**src/hw/rtl/mch_pkg.sv**
```systemverilog
// Shared types, constants and tables for the magnetometer calibration and heading block.
package mch_pkg;

    // Field widths
    localparam int RAW_W   = 16;
    localparam int BR_W    = 16;
    localparam int OFS_W   = 18;
    localparam int GAIN_W  = 16;
    localparam int FLUX_W  = 22;
    localparam int HEAD_W  = 12;

    // APB register port
    localparam int PDATA_W   = 32;
    localparam int PADDR_W   = 5;
    localparam int REG_IDX_W = PADDR_W - 2;

    typedef logic        [RAW_W-1:0]  t_raw;
    typedef logic signed [BR_W-1:0]   t_bridge;
    typedef logic signed [OFS_W-1:0]  t_offset;
    typedef logic        [GAIN_W-1:0] t_gain;
    typedef logic signed [FLUX_W-1:0] t_flux;
    typedef logic        [HEAD_W-1:0] t_heading;

    typedef enum logic [1:0] {
        FUNC_NORMAL = 2'd0,
        FUNC_SET    = 2'd1,
        FUNC_RESET  = 2'd2
    } t_func;

    typedef enum logic [REG_IDX_W-1:0] {
        REG_OFFSET_X = 3'd0,
        REG_OFFSET_Y = 3'd1,
        REG_OFFSET_Z = 3'd2,
        REG_GAIN_X   = 3'd3,
        REG_GAIN_Y   = 3'd4,
        REG_GAIN_Z   = 3'd5
    } t_reg;

    localparam t_gain GAIN_UNITY = 16'd10000;
    localparam t_raw  CENTER     = 16'd32767;

    // raw -> counts scaling: * 10000 / 4096
    localparam logic signed [15:0] SCALE_NUM = 16'sd10000;
    localparam int SCALE_SHIFT = 12;
    localparam int SCALE_DEN   = 1 << SCALE_SHIFT;

    // gain divide by 10000 = shift by 4, then divide by 625 via reciprocal
    localparam int GAIN_DIV_SHIFT = 4;
    localparam int GAIN_DIV_ODD   = 625;
    localparam int RECIP_SHIFT    = 40;
    localparam int RECIP_W        = 31;
    localparam logic [RECIP_W-1:0] RECIP_MUL =
        RECIP_W'((64'd1 << RECIP_SHIFT) / GAIN_DIV_ODD);

    localparam int LANE_DEPTH = 7;

    // CORDIC
    localparam int CORDIC_STEPS = 16;
    localparam int STEP_W       = $clog2(CORDIC_STEPS);
    localparam int TAB_LEN      = 24;
    localparam int TAB_W        = 5;
    localparam int ATAN_W       = 25;
    localparam int VEC_SHIFT    = 24;
    localparam int ANGLE_FRAC   = 16;
    localparam int XW           = FLUX_W + VEC_SHIFT + 3;
    localparam int ZW           = 30;
    localparam int HW           = ZW - ANGLE_FRAC;

    localparam int HEAD_QUARTER = 900;
    localparam int HEAD_HALF    = 1800;
    localparam int HEAD_3Q      = 2700;
    localparam int HEAD_FULL    = 3600;
    localparam int HEAD_MAX     = HEAD_FULL - 1;

    // atan(2^-i) in tenths of a degree, 16 fractional bits
    localparam logic [ATAN_W-1:0] ATAN_TAB [TAB_LEN] = '{
        25'd29491200, 25'd17409672, 25'd9198793, 25'd4669451,
        25'd2343786,  25'd1173036,  25'd586661,  25'd293348,
        25'd146676,   25'd73339,    25'd36669,   25'd18335,
        25'd9167,     25'd4584,     25'd2292,    25'd1146,
        25'd573,      25'd286,      25'd143,     25'd72,
        25'd36,       25'd18,       25'd9,       25'd4
    };

endpackage

```
**src/hw/rtl/mch_axis_lane.sv**
```systemverilog
// One axis lane: centre, bridge offset, scale, user offset and gain, saturate.
module mch_axis_lane (
    input  logic            i_clk,
    input  logic            i_rst_n,
    input  logic            i_start,
    input  mch_pkg::t_raw    i_raw,
    input  mch_pkg::t_bridge i_bridge,
    input  mch_pkg::t_offset i_offset,
    input  mch_pkg::t_gain   i_gain,
    output logic            o_done,
    output mch_pkg::t_flux   o_flux
);
    import mch_pkg::*;

    localparam int V_W   = RAW_W + 2;
    localparam int PV_W  = 32;
    localparam int T_W   = 19;
    localparam int D_W   = 20;
    localparam int P_W   = 36;
    localparam int A_W   = 31;
    localparam int MUL_W = A_W + RECIP_W;
    localparam int S_W   = FLUX_W + 1;
    localparam logic signed [S_W-1:0] SAT_HI = S_W'((1 << (FLUX_W - 1)) - 1);
    localparam logic signed [S_W-1:0] SAT_LO = -SAT_HI - S_W'(1);

    logic [LANE_DEPTH-1:0] r_vld;

    logic signed [V_W-1:0]  v;
    logic signed [PV_W-1:0] pv;
    logic signed [PV_W-1:0] r_pv;
    logic signed [PV_W-1:0] pv_bias;
    logic signed [PV_W-1:0] pv_adj;
    logic signed [T_W-1:0]  t;
    logic signed [D_W-1:0]  d;
    logic signed [D_W-1:0]  r_d;
    logic signed [P_W-1:0]  p;
    logic signed [P_W-1:0]  r_p;
    logic        [P_W-1:0]  mag;
    logic        [A_W-1:0]  r_a4;
    logic                   r_neg4;
    logic        [MUL_W-1:0] m;
    logic        [FLUX_W-1:0] r_q0;
    logic        [A_W-1:0]  r_a5;
    logic                   r_neg5;
    logic        [A_W-1:0]  prod;
    logic        [A_W-1:0]  rem;
    logic        [FLUX_W-1:0] r_q;
    logic                   r_neg6;
    logic signed [S_W-1:0]  sv;
    logic signed [S_W-1:0]  sat;
    t_flux                  r_flux;

    always_ff @(posedge i_clk) begin
        if (!i_rst_n) begin
            r_vld <= '0;
        end else begin
            r_vld <= {r_vld[LANE_DEPTH-2:0], i_start};
        end
    end

    // stage 1: centre, remove bridge offset, * 10000
    assign v  = signed'(V_W'(i_raw)) - signed'(V_W'(CENTER)) - V_W'(i_bridge);
    assign pv = PV_W'(v) * PV_W'(SCALE_NUM);

    // stage 2: / 4096 toward zero, minus user offset
    assign pv_bias = r_pv[PV_W-1] ? PV_W'(SCALE_DEN - 1) : '0;
    assign pv_adj  = r_pv + pv_bias;
    assign t       = pv_adj[SCALE_SHIFT+T_W-1:SCALE_SHIFT];
    assign d       = D_W'(t) - D_W'(i_offset);

    // stage 3: gain product
    assign p = P_W'(r_d) * P_W'(signed'({1'b0, i_gain}));

    // stage 4: magnitude, / 16
    assign mag = r_p[P_W-1] ? P_W'(-r_p) : P_W'(r_p);

    // stage 5: / 625 by reciprocal, may come out one low
    assign m = MUL_W'(r_a4) * MUL_W'(RECIP_MUL);

    // stage 6: one correction step
    assign prod = A_W'(r_q0) * A_W'(GAIN_DIV_ODD);
    assign rem  = r_a5 - prod;

    // stage 7: sign back on, saturate
    assign sv  = r_neg6 ? -S_W'({1'b0, r_q}) : S_W'({1'b0, r_q});
    assign sat = (sv > SAT_HI) ? SAT_HI : ((sv < SAT_LO) ? SAT_LO : sv);

    always_ff @(posedge i_clk) begin
        if (i_start) begin
            r_pv <= pv;
        end
        if (r_vld[0]) begin
            r_d <= d;
        end
        if (r_vld[1]) begin
            r_p <= p;
        end
        if (r_vld[2]) begin
            r_a4   <= mag[A_W+GAIN_DIV_SHIFT-1:GAIN_DIV_SHIFT];
            r_neg4 <= r_p[P_W-1];
        end
        if (r_vld[3]) begin
            r_q0   <= m[RECIP_SHIFT+FLUX_W-1:RECIP_SHIFT];
            r_a5   <= r_a4;
            r_neg5 <= r_neg4;
        end
        if (r_vld[4]) begin
            r_q    <= r_q0 + FLUX_W'(rem >= A_W'(GAIN_DIV_ODD));
            r_neg6 <= r_neg5;
        end
        if (r_vld[5]) begin
            r_flux <= FLUX_W'(sat);
        end
    end

    assign o_done = r_vld[LANE_DEPTH-1];
    assign o_flux = r_flux;

endmodule

```
**config.mk**
```make
export PLATFORM = sky130hd
export DESIGN_NAME = mch_axis_lane
export DESIGN_NICKNAME = d
export VERILOG_FILES = /design/src/hw/rtl/mch_pkg.sv /design/src/hw/rtl/mch_axis_lane.sv
export SDC_FILE = /design/constraint.sdc
export NUM_CORES = 2
export LEC_CHECK = 0
export ABC_AREA = 1
export BUFFER_PORTS_ARGS = -buffer_cell sky130_fd_sc_hd__buf_2
export CAP_MARGIN = 20
export CORE_MARGIN = 2
export CORE_UTILIZATION = 40
export DETAILED_ROUTE_END_ITERATION = 8
export GPL_TIMING_DRIVEN = 0
export PLACE_DENSITY = 0.51
export SLEW_MARGIN = 20
export SYNTH_ARGS = -nofsm -noshare
export SYNTH_HDL_FRONTEND = slang
export SYNTH_SLANG_ARGS = --single-unit
```
**constraint.sdc**
```tcl
create_clock -name i_clk -period 9.6 [get_ports i_clk]
set_input_delay 0.96 -clock i_clk [delete_from_list [all_inputs] [get_ports i_clk]]
set_output_delay 0.96 -clock i_clk [all_outputs]
set_load 0.05 [all_outputs]
```
After elaboration in Yosys (flattened, before gate mapping):

Cells that the tools add are included.

* register bits after elaboration: 222
* input port bits: 69
* output and inout bits: 23
* logic and storage cells: 31

* add/subtract/negate cells: 8
* multipliers: 4
* order comparisons: 3
* multiplexer cells: 4

Operators by type and width (number)
* $mul 31x29->60 const B: 1
* $mul 20x17->36: 1
* $mux 35: 1
* $neg 35->35: 1
* $add 31x13->31: 1
* $ge 31x10->1 const B: 1
* $mul 22x10->31 const B: 1
* $sub 31x31->31: 1
* $mul 18x11->28 const B: 1
* $gt 23x22->1 const B: 1
* $lt 23x22->1 const B: 1
* $mux 23: 1
* $neg 22->23: 1
* $add 22x1->22: 1
* $mux 22: 1
* $sub 19x18->20: 1
* $sub 17x16->18: 1
* $sub 16x15->17 const B: 1
* $mux 12: 1

Longest topological paths before layout:

* depth after elaboration: 4
* gate-level depth with buffers: 36
* depth with buffers taken out: 36

Worst setup path before layout:

Ideal clock, no wire load.

* path kind: input to register
* start point: input port i_raw[0]
* end point: register r_pv[29] (data pin)
* setup time: 264 ps
* data arrival time: 6578 ps
* data required time: 9336 ps
* setup slack: 2759 ps
* cell stages on the path: 32
* path buffers: 0
* path through: ha_1 nand2_1 nor2_1 nand3_1 nor2_1 nand2_1 nor3_2 nand3_1 nor3_1 nor2_1 ha_1 a21oi_1 o21ai_0 a21oi_1 nand2_1 xor2_1 ha_1 ha_1 fa_1 inv_1 fa_1 fa_1 inv_1 ha_1 nand2_1 nor2_1 inv_1 nor2_1 nand4_1 nand3_1 a31oi_1 xor2_1

* word-level cells in the longest chain between the ends: 3

RTL lines
* from (decl): RTL line mch_axis_lane.sv:6 `input mch_pkg::t_raw i_raw,`
* $sub 16x15->17: RTL line mch_axis_lane.sv:62 `assign v = signed'(V_W'(i_raw)) - signed'(V_W'(CENTER)) - V_W'(i_bridge);`
* $sub 17x16->18: RTL line mch_axis_lane.sv:62
* $mul 18x11->28: RTL line mch_axis_lane.sv:63 `assign pv = PV_W'(v) * PV_W'(SCALE_NUM);`
* named net pv[29]: RTL line mch_axis_lane.sv:29 `logic signed [PV_W-1:0] pv;`
* to (signal assigned): RTL line mch_axis_lane.sv:90 `r_pv <= pv;`
* to (decl): RTL line mch_axis_lane.sv:30 `logic signed [PV_W-1:0] r_pv;`

The timed path passes the listed nets, and every way through them passes these cells.
A chain may end at the register's enable or synchronous reset.

Final worst setup path:

Same ends and word-level chain as after synthesis.

==> flow_metrics.env <==
export IMPL_setup_tns_ns=0
export IMPL_grt_setup_unrepaired="false"
export IMPL_gp_congestion=0.934
export IMPL_core_sq_um=125000
export IMPL_cts_clk_slew_worst_paths_ns=0.06
export IMPL_cts_root_buf="clkbuf_16"
export IMPL_slowest_stage="fa_1"
export IMPL_drv_cap=0
export IMPL_wl_um=132000
export IMPL_hp_start="r_neg5"
export IMPL_first_pass_iters=5
export IMPL_status="finished clean"
export IMPL_min_to="r_neg6"
export IMPL_routed_via_density=4.73
export IMPL_crit_buf_inv=4
export IMPL_drc=0
export IMPL_finalCritPeriodShare_pct=77.7
export IMPL_rr_startpoint="r_a4[13]"
export IMPL_tightest_slew_ns=1.15
export IMPL_critPathTopFamily="adder cells"
export IMPL_cp_arrival_ns=7.78
export IMPL_reg2reg_slack_ns=2.34
export IMPL_max_stage_delay_ns=0.54
export IMPL_synthDistinctLibCells=49
export IMPL_grt_pass1_vias=38641
export IMPL_clock_sinks=222
export IMPL_yosysSeqAreaShare_pct=13.1
export IMPL_fillerInstances=12861
export IMPL_antenna_found_initial=4
export IMPL_fin_crit_ns=7.46
export IMPL_slew_violations=0
export IMPL_critPathLaunchType="input pin"
export IMPL_cts_buffers_inserted=30
export IMPL_final_layout_size_suffix_gt1_share_pct=2.96
export IMPL_syn_area_sq_um=50500
export IMPL_initial_core_util_pct=40.2
export IMPL_syn_avg_cell_area_sq_um=8.53
export IMPL_die_x_um=359
export IMPL_gr_total_overflow=0
export IMPL_finalHoldViolCount=0
export IMPL_cp_max_fo=12
export IMPL_cp_common_cell="nand2_1"
export IMPL_cts_tree="done"
export IMPL_crit_path_end_kind="register"
export IMPL_htreeDepth=1
export IMPL_finClkSkew_ns=0.0401
export IMPL_drt_iter0_drc=1641
export IMPL_post_place_ws_ns=1.53
export IMPL_clockBufferDepth=3
export IMPL_wl_per_cell_um=17.1
export IMPL_syn2layout_area_growth_pct=6.98
export IMPL_syn_inst=5917
export IMPL_cts_setup_buffers=0
export IMPL_setup_violations=0
export IMPL_ff2ff_path_depth=23
export IMPL_cts_resized=0
export IMPL_fmax_mhz=134
export IMPL_port_buffers=75
export IMPL_grt_pass1_wl_um=212000
export IMPL_r2r_end="r_q0[8]"
export IMPL_placed_cells=7644
export IMPL_drtAntennaViolNets=0
export IMPL_whs_path_depth=0
export IMPL_cp_required_ns=9.92
export IMPL_track_usage_pct=20.9
export IMPL_instances_no_fill=7703
export IMPL_max_slew_margin_pct=23.4
export IMPL_crit_type="input pin to register"
export IMPL_grt_max_degree=56
export IMPL_io_pins=92
export IMPL_ys_ff_latch=222
export IMPL_yosys_warnings=0
export IMPL_insertion_delay_ns=0.62
export IMPL_synth_nets=7544
export IMPL_fp_dieH_um=359
export IMPL_row_count=130
export IMPL_hp_class="register to register"
export IMPL_dp_hpwl_um=114000
export IMPL_holdBufCountCts=0
export IMPL_layout_setup_ws_ns=2.14
export IMPL_dieArea_sq_um=129000
export IMPL_num_nets_final=7654
export IMPL_via_count=36407
routing by layer:
layer  vias up  track usage [%]  wire length [um]
met5         -                0                 0
met1     17715             27.8             59200
met4         0             5.55              3960
met3       157             2.10              4830
met2       619             36.4             64000
li1      17916                -                 -
layout by cell type (no fill, tap or decap), drive strengths merged:
cell type,count
nor2,291
buf,82
nor4,14
nor3,45
a31oi,21
o2111ai,2
o41ai,2
nand4,49
a21boi,7
o221ai,3
o21ai,125
o211ai,4
a221oi,1
bufinv,3
a21oi,191
a211oi,3
dfxtp,7
o221a,1
a21o,25
clkbuf,109
fa,856
and3,5
ha,702
xor2,135
diode,3
nand3,156
or2,5
o21a,8
clkinvlp,5
o21bai,22
xnor2,70
o31ai,2
nand2,1048
and2,5
nand3b,11
inv,1811
clkinv,9
edfxtp,215
worst max path at each step:
stage / start / endpoint / slack (ns) / cells after the start
after floorplan: i_raw[0] / r_pv[29] / 2.76 / 32
after detailed placement: i_raw[0] / r_pv[29] / 1.53 / 35
final: i_raw[0] / r_pv[29] / 2.14 / 35
after global routing: i_raw[0] / r_pv[29] / 1.63 / 35
after global placement: i_raw[0] / r_pv[29] / 1.55 / 35
after CTS: i_raw[0] / r_pv[29] / 2.15 / 35
through the flow:
stage / cell area, sq um / hold WS, ns / util, %
2_1_floorplan: 50500 / 0.400 / -
3_3_place_gp: 52900 / 0.410 / 42.2
3_5_place_dp: 53000 / 0.417 / 42.2
4_1_cts: 54000 / 0.432 / 43.0
5_1_grt: 54000 / 0.441 / 43.1
6_report: 54000 / 0.428 / 43.1
layout make-up:
cell class	count	area, sq um	share of cell area (%)
plain buffers	81	315	0.584
diodes	3	7.51	0.0139
clock buffers	32	779	1.44
repair buffers	78	430	0.797
clock inverters	23	236	0.438
multi-input cells	3809	36800	68.1
flip-flops and latches	222	6600	12.2
inverters	1805	6780	12.5
well taps	1650	2060	3.82
cell usage after synthesis (all sizes together):
library cell	instances	area, sq um
a21o	25	188
a211oi	3	22.5
dfxtp	7	140
nor4	14	87.6
o41ai	2	17.5
nor3	45	257
inv	1805	6780
nand2	1048	3940
edfxtp	215	6460
xnor2	70	613
xor2	135	1180
a21oi	191	971
nand3	156	801
o21bai	22	165
a21boi	7	52.6
o31ai	2	15.0
a221oi	1	8.76
o221a	1	11.3
a31oi	21	131
buf	4	26.3
or2	5	31.3
nand3b	11	82.6
nor2	291	1130
clkbuf	77	289
o221ai	3	26.3
o211ai	4	30.0
o21a	8	61.3
nand4	49	313
and2	5	31.3
and3	5	31.3
ha	702	8780
o2111ai	2	17.5
fa	856	17100
o21ai	125	644
sequential cells by signal (all words and copies together) (netlist names):
| register | count |
|---|---|
| r_p | 36 |
| r_a4 | 31 |
| r_a5 | 31 |
| r_pv | 28 |
| o_flux | 22 |
| r_q0 | 22 |
| r_q | 22 |
| r_d | 20 |
| r_vld | 7 |
| r_neg4 | 1 |
| r_neg5 | 1 |
| r_neg6 | 1 |
cells by family (layout without fill, tap and decap cells):
group / after synthesis / count (layout) / share of synthesized area [%]
simple gates: 1629 / 1629 / 13.3
other cells: 0 / 3 / 0
compound gates: 417 / 417 / 4.68
xor+xnor: 205 / 205 / 3.56
flops: 222 / 222 / 13.1
fa+ha+maj: 1558 / 1558 / 51.4
buf+inv: 1886 / 2019 / 14.0
Power is left out: the tool's default activity adds up to more than one toggle a clock period on the data nets, which glitch-free logic cannot reach.
