**config.mk**
```make
export PLATFORM = sky130hd
export DESIGN_NAME = mch_cordic
export DESIGN_NICKNAME = d
export VERILOG_FILES = /design/src/hw/rtl/mch_pkg.sv /design/src/hw/rtl/mch_cordic.sv
export SDC_FILE = /design/constraint.sdc
export NUM_CORES = 1
export LEC_CHECK = 0
export BUFFER_PORTS_ARGS = -buffer_cell sky130_fd_sc_hd__buf_2
export CORE_MARGIN = 5
export CORE_UTILIZATION = 25
export DETAILED_ROUTE_END_ITERATION = 12
export HOLD_SLACK_MARGIN = 0.02
export PLACE_DENSITY = 0.42
export SYNTH_ARGS = -nofsm -noshare
export SYNTH_HDL_FRONTEND = slang
export SYNTH_SLANG_ARGS = --single-unit
```
**constraint.sdc**
```tcl
create_clock -name i_clk -period 10.01 [get_ports i_clk]
set_clock_uncertainty 0.2 [all_clocks]
set_input_delay 2.002 -clock i_clk [delete_from_list [all_inputs] [get_ports i_clk]]
set_output_delay 2.002 -clock i_clk [all_outputs]
set_load 0.02 [all_outputs]
```
**src/hw/rtl/mch_pkg.sv**
```systemverilog
// Shared types, constants and tables for the magnetometer calibration and heading block.
package mch_pkg;

    // Field widths
    localparam int RAW_W   = 16;
    localparam int BR_W    = 16;
    localparam int OFS_W   = 18;
    localparam int GAIN_W  = 16;
    localparam int FLUX_W  = 22;
    localparam int HEAD_W  = 12;

    // APB register port
    localparam int PDATA_W   = 32;
    localparam int PADDR_W   = 5;
    localparam int REG_IDX_W = PADDR_W - 2;

    typedef logic        [RAW_W-1:0]  t_raw;
    typedef logic signed [BR_W-1:0]   t_bridge;
    typedef logic signed [OFS_W-1:0]  t_offset;
    typedef logic        [GAIN_W-1:0] t_gain;
    typedef logic signed [FLUX_W-1:0] t_flux;
    typedef logic        [HEAD_W-1:0] t_heading;

    typedef enum logic [1:0] {
        FUNC_NORMAL = 2'd0,
        FUNC_SET    = 2'd1,
        FUNC_RESET  = 2'd2
    } t_func;

    typedef enum logic [REG_IDX_W-1:0] {
        REG_OFFSET_X = 3'd0,
        REG_OFFSET_Y = 3'd1,
        REG_OFFSET_Z = 3'd2,
        REG_GAIN_X   = 3'd3,
        REG_GAIN_Y   = 3'd4,
        REG_GAIN_Z   = 3'd5
    } t_reg;

    localparam t_gain GAIN_UNITY = 16'd10000;
    localparam t_raw  CENTER     = 16'd32767;

    // raw -> counts scaling: * 10000 / 4096
    localparam logic signed [15:0] SCALE_NUM = 16'sd10000;
    localparam int SCALE_SHIFT = 12;
    localparam int SCALE_DEN   = 1 << SCALE_SHIFT;

    // gain divide by 10000 = shift by 4, then divide by 625 via reciprocal
    localparam int GAIN_DIV_SHIFT = 4;
    localparam int GAIN_DIV_ODD   = 625;
    localparam int RECIP_SHIFT    = 40;
    localparam int RECIP_W        = 31;
    localparam logic [RECIP_W-1:0] RECIP_MUL =
        RECIP_W'((64'd1 << RECIP_SHIFT) / GAIN_DIV_ODD);

    localparam int LANE_DEPTH = 7;

    // CORDIC
    localparam int CORDIC_STEPS = 16;
    localparam int STEP_W       = $clog2(CORDIC_STEPS);
    localparam int TAB_LEN      = 24;
    localparam int TAB_W        = 5;
    localparam int ATAN_W       = 25;
    localparam int VEC_SHIFT    = 24;
    localparam int ANGLE_FRAC   = 16;
    localparam int XW           = FLUX_W + VEC_SHIFT + 3;
    localparam int ZW           = 30;
    localparam int HW           = ZW - ANGLE_FRAC;

    localparam int HEAD_QUARTER = 900;
    localparam int HEAD_HALF    = 1800;
    localparam int HEAD_3Q      = 2700;
    localparam int HEAD_FULL    = 3600;
    localparam int HEAD_MAX     = HEAD_FULL - 1;

    // atan(2^-i) in tenths of a degree, 16 fractional bits
    localparam logic [ATAN_W-1:0] ATAN_TAB [TAB_LEN] = '{
        25'd29491200, 25'd17409672, 25'd9198793, 25'd4669451,
        25'd2343786,  25'd1173036,  25'd586661,  25'd293348,
        25'd146676,   25'd73339,    25'd36669,   25'd18335,
        25'd9167,     25'd4584,     25'd2292,    25'd1146,
        25'd573,      25'd286,      25'd143,     25'd72,
        25'd36,       25'd18,       25'd9,       25'd4
    };

endpackage

```
**src/hw/rtl/mch_cordic.sv**
```systemverilog
// Merge stage: heading from x and y flux by an iterative vectoring CORDIC.
module mch_cordic (
    input  logic             i_clk,
    input  logic             i_rst_n,
    input  logic             i_start,
    input  mch_pkg::t_flux    i_fx,
    input  mch_pkg::t_flux    i_fy,
    output logic             o_done,
    output mch_pkg::t_heading o_heading
);
    import mch_pkg::*;

    localparam logic signed [ZW-1:0] HALF_Z = ZW'(HEAD_HALF * (1 << ANGLE_FRAC));

    typedef enum logic [1:0] {C_IDLE, C_RUN, C_FIN} t_cstate;

    t_cstate              r_state;
    logic [STEP_W-1:0]    r_step;
    logic                 r_done;
    t_heading             r_heading;

    logic signed [XW-1:0] r_x;
    logic signed [XW-1:0] r_y;
    logic signed [ZW-1:0] r_z;

    logic signed [XW-1:0] x_ext;
    logic signed [XW-1:0] y_ext;
    logic                 left;
    logic signed [XW-1:0] x_ld;
    logic signed [XW-1:0] y_ld;
    logic signed [ZW-1:0] z_ld;
    logic                 axis_hit;
    t_heading             axis_head;

    logic signed [XW-1:0] dx;
    logic signed [XW-1:0] dy;
    logic signed [ZW-1:0] tab;
    logic signed [XW-1:0] x_nx;
    logic signed [XW-1:0] y_nx;
    logic signed [ZW-1:0] z_nx;
    logic                 last;

    logic signed [ZW-1:0] z_adj;
    logic signed [HW-1:0] h_trunc;
    logic signed [HW-1:0] h_wrap;
    t_heading             z_head;

    // load: fold left half plane onto the right one
    assign x_ext = XW'(i_fx) <<< VEC_SHIFT;
    assign y_ext = XW'(i_fy) <<< VEC_SHIFT;
    assign left  = i_fx[FLUX_W-1];
    assign x_ld  = left ? -x_ext : x_ext;
    assign y_ld  = left ? -y_ext : y_ext;
    assign z_ld  = !left ? '0 : (i_fy[FLUX_W-1] ? -HALF_Z : HALF_Z);

    always_comb begin
        axis_hit  = (i_fy == '0) || (i_fx == '0);
        axis_head = '0;
        if (i_fy == '0) begin
            axis_head = left ? HEAD_W'(HEAD_HALF) : '0;
        end else if (i_fx == '0) begin
            axis_head = i_fy[FLUX_W-1] ? HEAD_W'(HEAD_3Q) : HEAD_W'(HEAD_QUARTER);
        end
    end

    // one micro-rotation
    assign dx   = r_y >>> r_step;
    assign dy   = r_x >>> r_step;
    assign tab  = ZW'(signed'({1'b0, ATAN_TAB[TAB_W'(r_step)]}));
    assign x_nx = r_y[XW-1] ? (r_x - dx)  : (r_x + dx);
    assign y_nx = r_y[XW-1] ? (r_y + dy)  : (r_y - dy);
    assign z_nx = r_y[XW-1] ? (r_z - tab) : (r_z + tab);
    assign last = (r_step == STEP_W'(CORDIC_STEPS - 1));

    // angle to tenths, toward zero, then wrap negatives
    assign z_adj   = r_z + (r_z[ZW-1] ? ZW'((1 << ANGLE_FRAC) - 1) : '0);
    assign h_trunc = z_adj[ZW-1:ANGLE_FRAC];

    always_comb begin
        h_wrap = h_trunc[HW-1] ? (h_trunc + HW'(HEAD_FULL)) : h_trunc;
        if (h_wrap[HW-1]) begin
            z_head = '0;
        end else if (h_wrap > HW'(HEAD_MAX)) begin
            z_head = HEAD_W'(HEAD_MAX);
        end else begin
            z_head = HEAD_W'(h_wrap);
        end
    end

    always_ff @(posedge i_clk) begin
        if (!i_rst_n) begin
            r_state <= C_IDLE;
            r_step  <= '0;
            r_done  <= 1'b0;
        end else begin
            case (r_state)
                C_IDLE: begin
                    r_done <= i_start && axis_hit;
                    if (i_start) begin
                        r_step <= '0;
                        if (axis_hit) begin
                            r_heading <= axis_head;
                        end else begin
                            r_state <= C_RUN;
                        end
                    end
                end
                C_RUN: begin
                    r_done <= 1'b0;
                    r_step <= r_step + STEP_W'(1);
                    if (last) begin
                        r_state <= C_FIN;
                    end
                end
                C_FIN: begin
                    r_heading <= z_head;
                    r_done    <= 1'b1;
                    r_state   <= C_IDLE;
                end
                default: begin
                    r_done  <= 1'b0;
                    r_state <= C_IDLE;
                end
            endcase
        end
    end

    always_ff @(posedge i_clk) begin
        if (r_state == C_IDLE && i_start) begin
            r_x <= x_ld;
            r_y <= y_ld;
            r_z <= z_ld;
        end else if (r_state == C_RUN) begin
            r_x <= x_nx;
            r_y <= y_nx;
            r_z <= z_nx;
        end
    end

    assign o_done    = r_done;
    assign o_heading = r_heading;

endmodule

```
# == Yosys cells after proc, flatten, opt, wreduce, memory -nomap -nowiden ==
# Memories as Yosys holds them, arrays and structs flattened.
# Index checks and enable logic that the tools add are counted.
# word_totals
register_bits,147
romBits,800
in_bits,47
out_inout_bits,13
mem_count,1
# mem_list
memory,depth,word_bits,read_ports,rd_clocked_by_memory_dff,write_ports,line_no,rtl
(name not given),32,25,1,0,0,mch_cordic.sv:69,"assign tab = ZW'(signed'({1'b0, ATAN_TAB[TAB_W'(r_step)]}));"
# classes
addsub,11
n_lt_le_gt_ge,2
n_eq_ne,7
shifts,2
n_mux,33
bitwise_logic,1
reduce_logical,12
# ops
operator,count
49-bit 2-to-1 mux,8
30-bit 2-to-1 mux,5
49-bit adder,2
46-bit negation with 49-bit output,2
49-bit by 4-bit >>> shifter with 49-bit output,2
49-bit subtractor,2
12-bit 2-to-1 mux,7
25-bit 2-to-1 mux,2
22-bit logical NOT,2
30-bit by 16-bit adder with 30-bit output,1
30-bit by 26-bit adder with 30-bit output,1
30-bit by 26-bit subtractor with 30-bit output,1
12-bit one-hot mux with 2 select lines,1
16-bit 2-to-1 mux,1
"14-bit by 13-bit adder with 14-bit output, second input constant",1
"14-bit by 13-bit greater-than comparator with 1-bit output, second input constant",1
14-bit 2-to-1 mux,1
11-bit 2-to-1 mux,1
"2-bit != test, second input constant",4
4-bit one-hot mux with 2 select lines,1
"6-bit greater-or-equal comparator, second input constant",1
2-bit 2-to-1 mux,3
4-bit NOT with 6-bit output,1
2-bit nonzero test,3
other kinds (13),14

# == Depth between registers and ports, before layout ==
# logic_depth
depth_word,8
ltp_mapped,31
mapped_depth_nobuf,23

# == Least setup slack after synthesis ==
# Ideal clock, no wire load.
# synth_path
kind,register to register
startpoint,register r_step[3]
endpoint,register r_x[45] (data pin)
setup_time_ns,0.273
arrival_time_ns,6.794
required_ns,9.537
path_slack_ns,2.743
stages_incl_launch_ff,30
n_path_buf,11
period_less_slack_ns,7.267
cell_sequence,dfxtp_1 -> buf_2 -> buf_6 -> buf_4 -> buf_1 -> clkbuf_1 -> buf_1 -> buf_1 -> clkbuf_1 -> buf_1 -> buf_1 -> o21a_1 -> ha_1 -> nor3b_2 -> and4_1 -> nor2b_1 -> a21oi_1 -> xnor2_1 -> ha_1 -> clkbuf_1 -> a21o_1 -> a21oi_1 -> o21bai_1 -> or4b_2 -> a311oi_1 -> o21ai_0 -> nor3b_1 -> nor3_1 -> xor2_1 -> o32ai_1
# synth_between
elab_chain_cells,5
elab_cells_between_ends,6
# synth_lines
item,line_no,rtl
from (decl),mch_cordic.sv:18,logic [STEP_W-1:0] r_step;
from (signal assigned),mch_cordic.sv:110,r_step <= r_step + STEP_W'(1);
49-bit by 4-bit >>> shifter with 49-bit output (*),mch_cordic.sv:67,assign dx = r_y >>> r_step;
49-bit adder or 49-bit subtractor (tied branches),mch_cordic.sv:70,assign x_nx = r_y[XW-1] ? (r_x - dx) : (r_x + dx);
49-bit 2-to-1 mux (*),mch_cordic.sv:70,
49-bit 2-to-1 mux (*),mch_cordic.sv:133,end else if (r_state == C_RUN) begin
49-bit 2-to-1 mux (*),mch_cordic.sv:129,if (r_state == C_IDLE && i_start) begin
to (signal assigned),mch_cordic.sv:130,r_x <= x_ld;
to (signal assigned),mch_cordic.sv:134,r_x <= x_nx;
to (decl),mch_cordic.sv:22,logic signed [XW-1:0] r_x;
# Mark *: on every way between the ends. The rest lies on a longest branch, timed or not. The select of a mux whose other input is x is not followed.
# A chain may end at the register's enable or synchronous reset.

# == Final worst setup path ==
# layout_path
startpoint,register r_step[2]
endpoint,register r_x[45] (data pin)
# Same word-level chain as after synthesis.

==> reports/metrics.yaml <==
outcome:
  outcome: "finished, final reports clean"
critical_path:
  critical_path_class: "flip-flop to flip-flop"
  rr_startpoint: "r_step[2]"
  crit_fanout: 56
  reg2reg_slack_ns: 1.93
  cp.arrival_ns: 8.09
  startpoint: "r_step[2]"
  crit_path_end_kind: "flip-flop"
  cp_data_required_time_ns: 10.03
  start_kind: "flip-flop"
timing:
  worst_slew_pin_slew_ns: 1.12
  slew_violations: 0
  finalCritPeriodShare_pct: 80.7
  tns_ns: 0
  max-slew-margin-rel_pct: 25.1
  finalSetupViolCount: 0
  rsz0062_at_grt: "no"
  fmax_mhz: 124
  fin_crit_ns: 8.08
  hold_viol: 0
logic_synthesis:
  synthCells: 2545
  synth_flop_cell: "edfxtp_1"
  avgSynthCellArea_um2: 8.75
  synth_cell_types: 96
  synth_nets: 2752
  synth_area_um2: 22300
  ys_ff_latch: 147
  synth_edf_count: 140
  synth-seq-area-share_pct: 19.5
  ys_async_sr_fraction_pct: 0
  yosysWarningCount: 0
cells_and_area:
  diodes: 0
  layout_commonest_cell: "nor2_1"
  final_layout_size_suffix_gt1_share_pct: 11.9
  fin_nets: 2713
  final_cell_mix: "nor2_1, nand2_1, a21oi_1"
  area_delta_synth_final_pct: 8.33
clocking:
  cts_tree: "done"
  cts_resized: 0
  cts_buffers: 17
  clk_latency_ns: 0.50
  ctsHoldBuffers: 0
  cts_buffer_depth: 2
  clkTransAtPathRegs_ns: 0.08
  h-tree-depth: 4
  post_cts_buffers: 0
  root_buffer: "clkbuf_16"
  cts_num_sinks: 147
grt:
  grt_usage_pct: 15.6
  antenna_found_initial: 0
  grt_max_degree: 64
  grt_util_met2_pct: 25.6
  grt_pass1_vias: 20000
  overflow: 0
  grt_use_met3_pct: 1.74
  use_met1_pct: 21.8
  top_usage_layer: "met2"
  grt_pass1_wl_um: 118000
placed_design:
  dp_hpwl_um: 58700
  place_congestion: 0.914
  portBuffers: 59
min_path:
  hp-class: "flip-flop to flip-flop"
  min_from: "r_state[0]"
die:
  initial_core_util_pct: 25.2
  die_h_um: 308
  rows: 109
  coreArea_um2: 88400
  die_area_um2: 95100
  boundaryPins: 60
  die_x_um: 308
drt:
  ant_nets: 0
  num_vias: 20100
  drtIter0Drc: 1409
  drc: 0
  viasPerCell: 5.46
  first_pass_iters: 5
  drt_wl_total_um: 75700
  routedWlPerCell_um: 20.6
job:
  cap_viol_max_count: 0
==> cell type report <==
class,count,area [µm²]
tap,1165,1460
inverter,60,226
timing repair buffer,83,475
sequential,147,4360
multi-input combinational,2197,17000
fill,9534,64300
clock buffer,17,425
clock inverter,15,179
==> sequential cells by signal, summed over array words and instances, names as in the netlist <==
name       count
o_done         1
r_y           49
r_x           49
r_z           30
r_step         4
r_state        2
o_heading     12
==> worst max-delay path, cell delays in order (launching register included) <==
cell and delay (ns):
dfxtp_4 0.79, clkinv_2 0.81, mux4_2 0.79, nor4_2 0.51
nand2_1 0.13, nor3_2 0.31, and2_1 0.23, nor2b_1 0.24
nor3b_1 0.43, a31oi_1 0.16, xor2_1 0.17, ha_1 0.33
nor2b_1 0.18, o21a_1 0.19, or4b_2 0.63, a311oi_1 0.47
o21ai_0 0.41, nor3b_1 0.26, nor3_1 0.17, xor2_1 0.18
o32ai_1 0.11
==> cell usage after synthesis, types with 18 or more instances <==
cell type	number	share of area [%]
mux4_1	31	3.7
nor3_1	56	1.3
and3_1	21	0.59
a21o_1	73	2.5
buf_1	24	0.40
nor2_1	244	4.1
xnor2_1	186	7.3
buf_2	18	0.40
o31ai_1	25	0.84
o21bai_1	22	0.74
nor2b_1	19	0.53
xor2_1	89	3.5
ha_1	157	8.8
a21oi_1	229	5.1
a211oi_1	18	0.61
o21ai_0	129	2.9
nand4_1	28	0.79
o21a_1	27	0.91
inv_1	58	0.98
nand2_1	231	3.9
mux2i_1	78	3.5
mux2_2	45	2.3
a31oi_1	40	1.1
edfxtp_1	140	19
mux4_2	88	8.9
nand3_1	54	1.2
and2_1	22	0.62
clkbuf_1	80	1.3
nand2b_1	28	0.79
==> path summary, 6_finish.rpt <==
kind | to | cells after the start
setup / recovery | r_x[45] | 20
hold / removal | o_done | 1
setup reg to reg | r_x[45] | 20
hold reg to reg | o_done | 1
==> cell families after synthesis <==
logic type                 after synthesis  share of synthesized area (%)
DFF                                    147                           19.5
muxes                                  244                           18.5
AOI/OAI and AO/OA                      707                           20.1
adders and majority gates              160                           9.10
and+or+nand+nor                        811                           17.7
buffers and inverters                  201                           4.24
xor gates and xnor gates               275                           10.8
==> stage by stage <==
| stage | util [%] | hold WS [ns] | instance area (µm²) | setup slack (ns) | cells |
|---|---|---|---|---|---|
| 6_report | 27.3 | 0.383 | 24100 | 1.93 | 3684 |
| 5_1_grt | 27.3 | 0.449 | 24100 | 1.30 | 3684 |
| 4_1_cts | 27.3 | 0.385 | 24100 | 1.99 | 3684 |
| 3_5_place_dp | 26.6 | 0.379 | 23500 | 2.02 | 3652 |
| 3_3_place_gp | 26.6 | 0.371 | 23500 | 2.11 | 3652 |
| 2_1_floorplan | - | 0.291 | 22300 | 2.74 | 2545 |
==> per-layer routing <==
layer	wire, µm	vias up
li1	-	9570
met1	35700	9928
met2	35200	529
met3	2880	90
met4	1950	0
met5	0	-
Power is not shown: default switching activity piles up to over one toggle a cycle in this logic, so the estimate is an artifact.
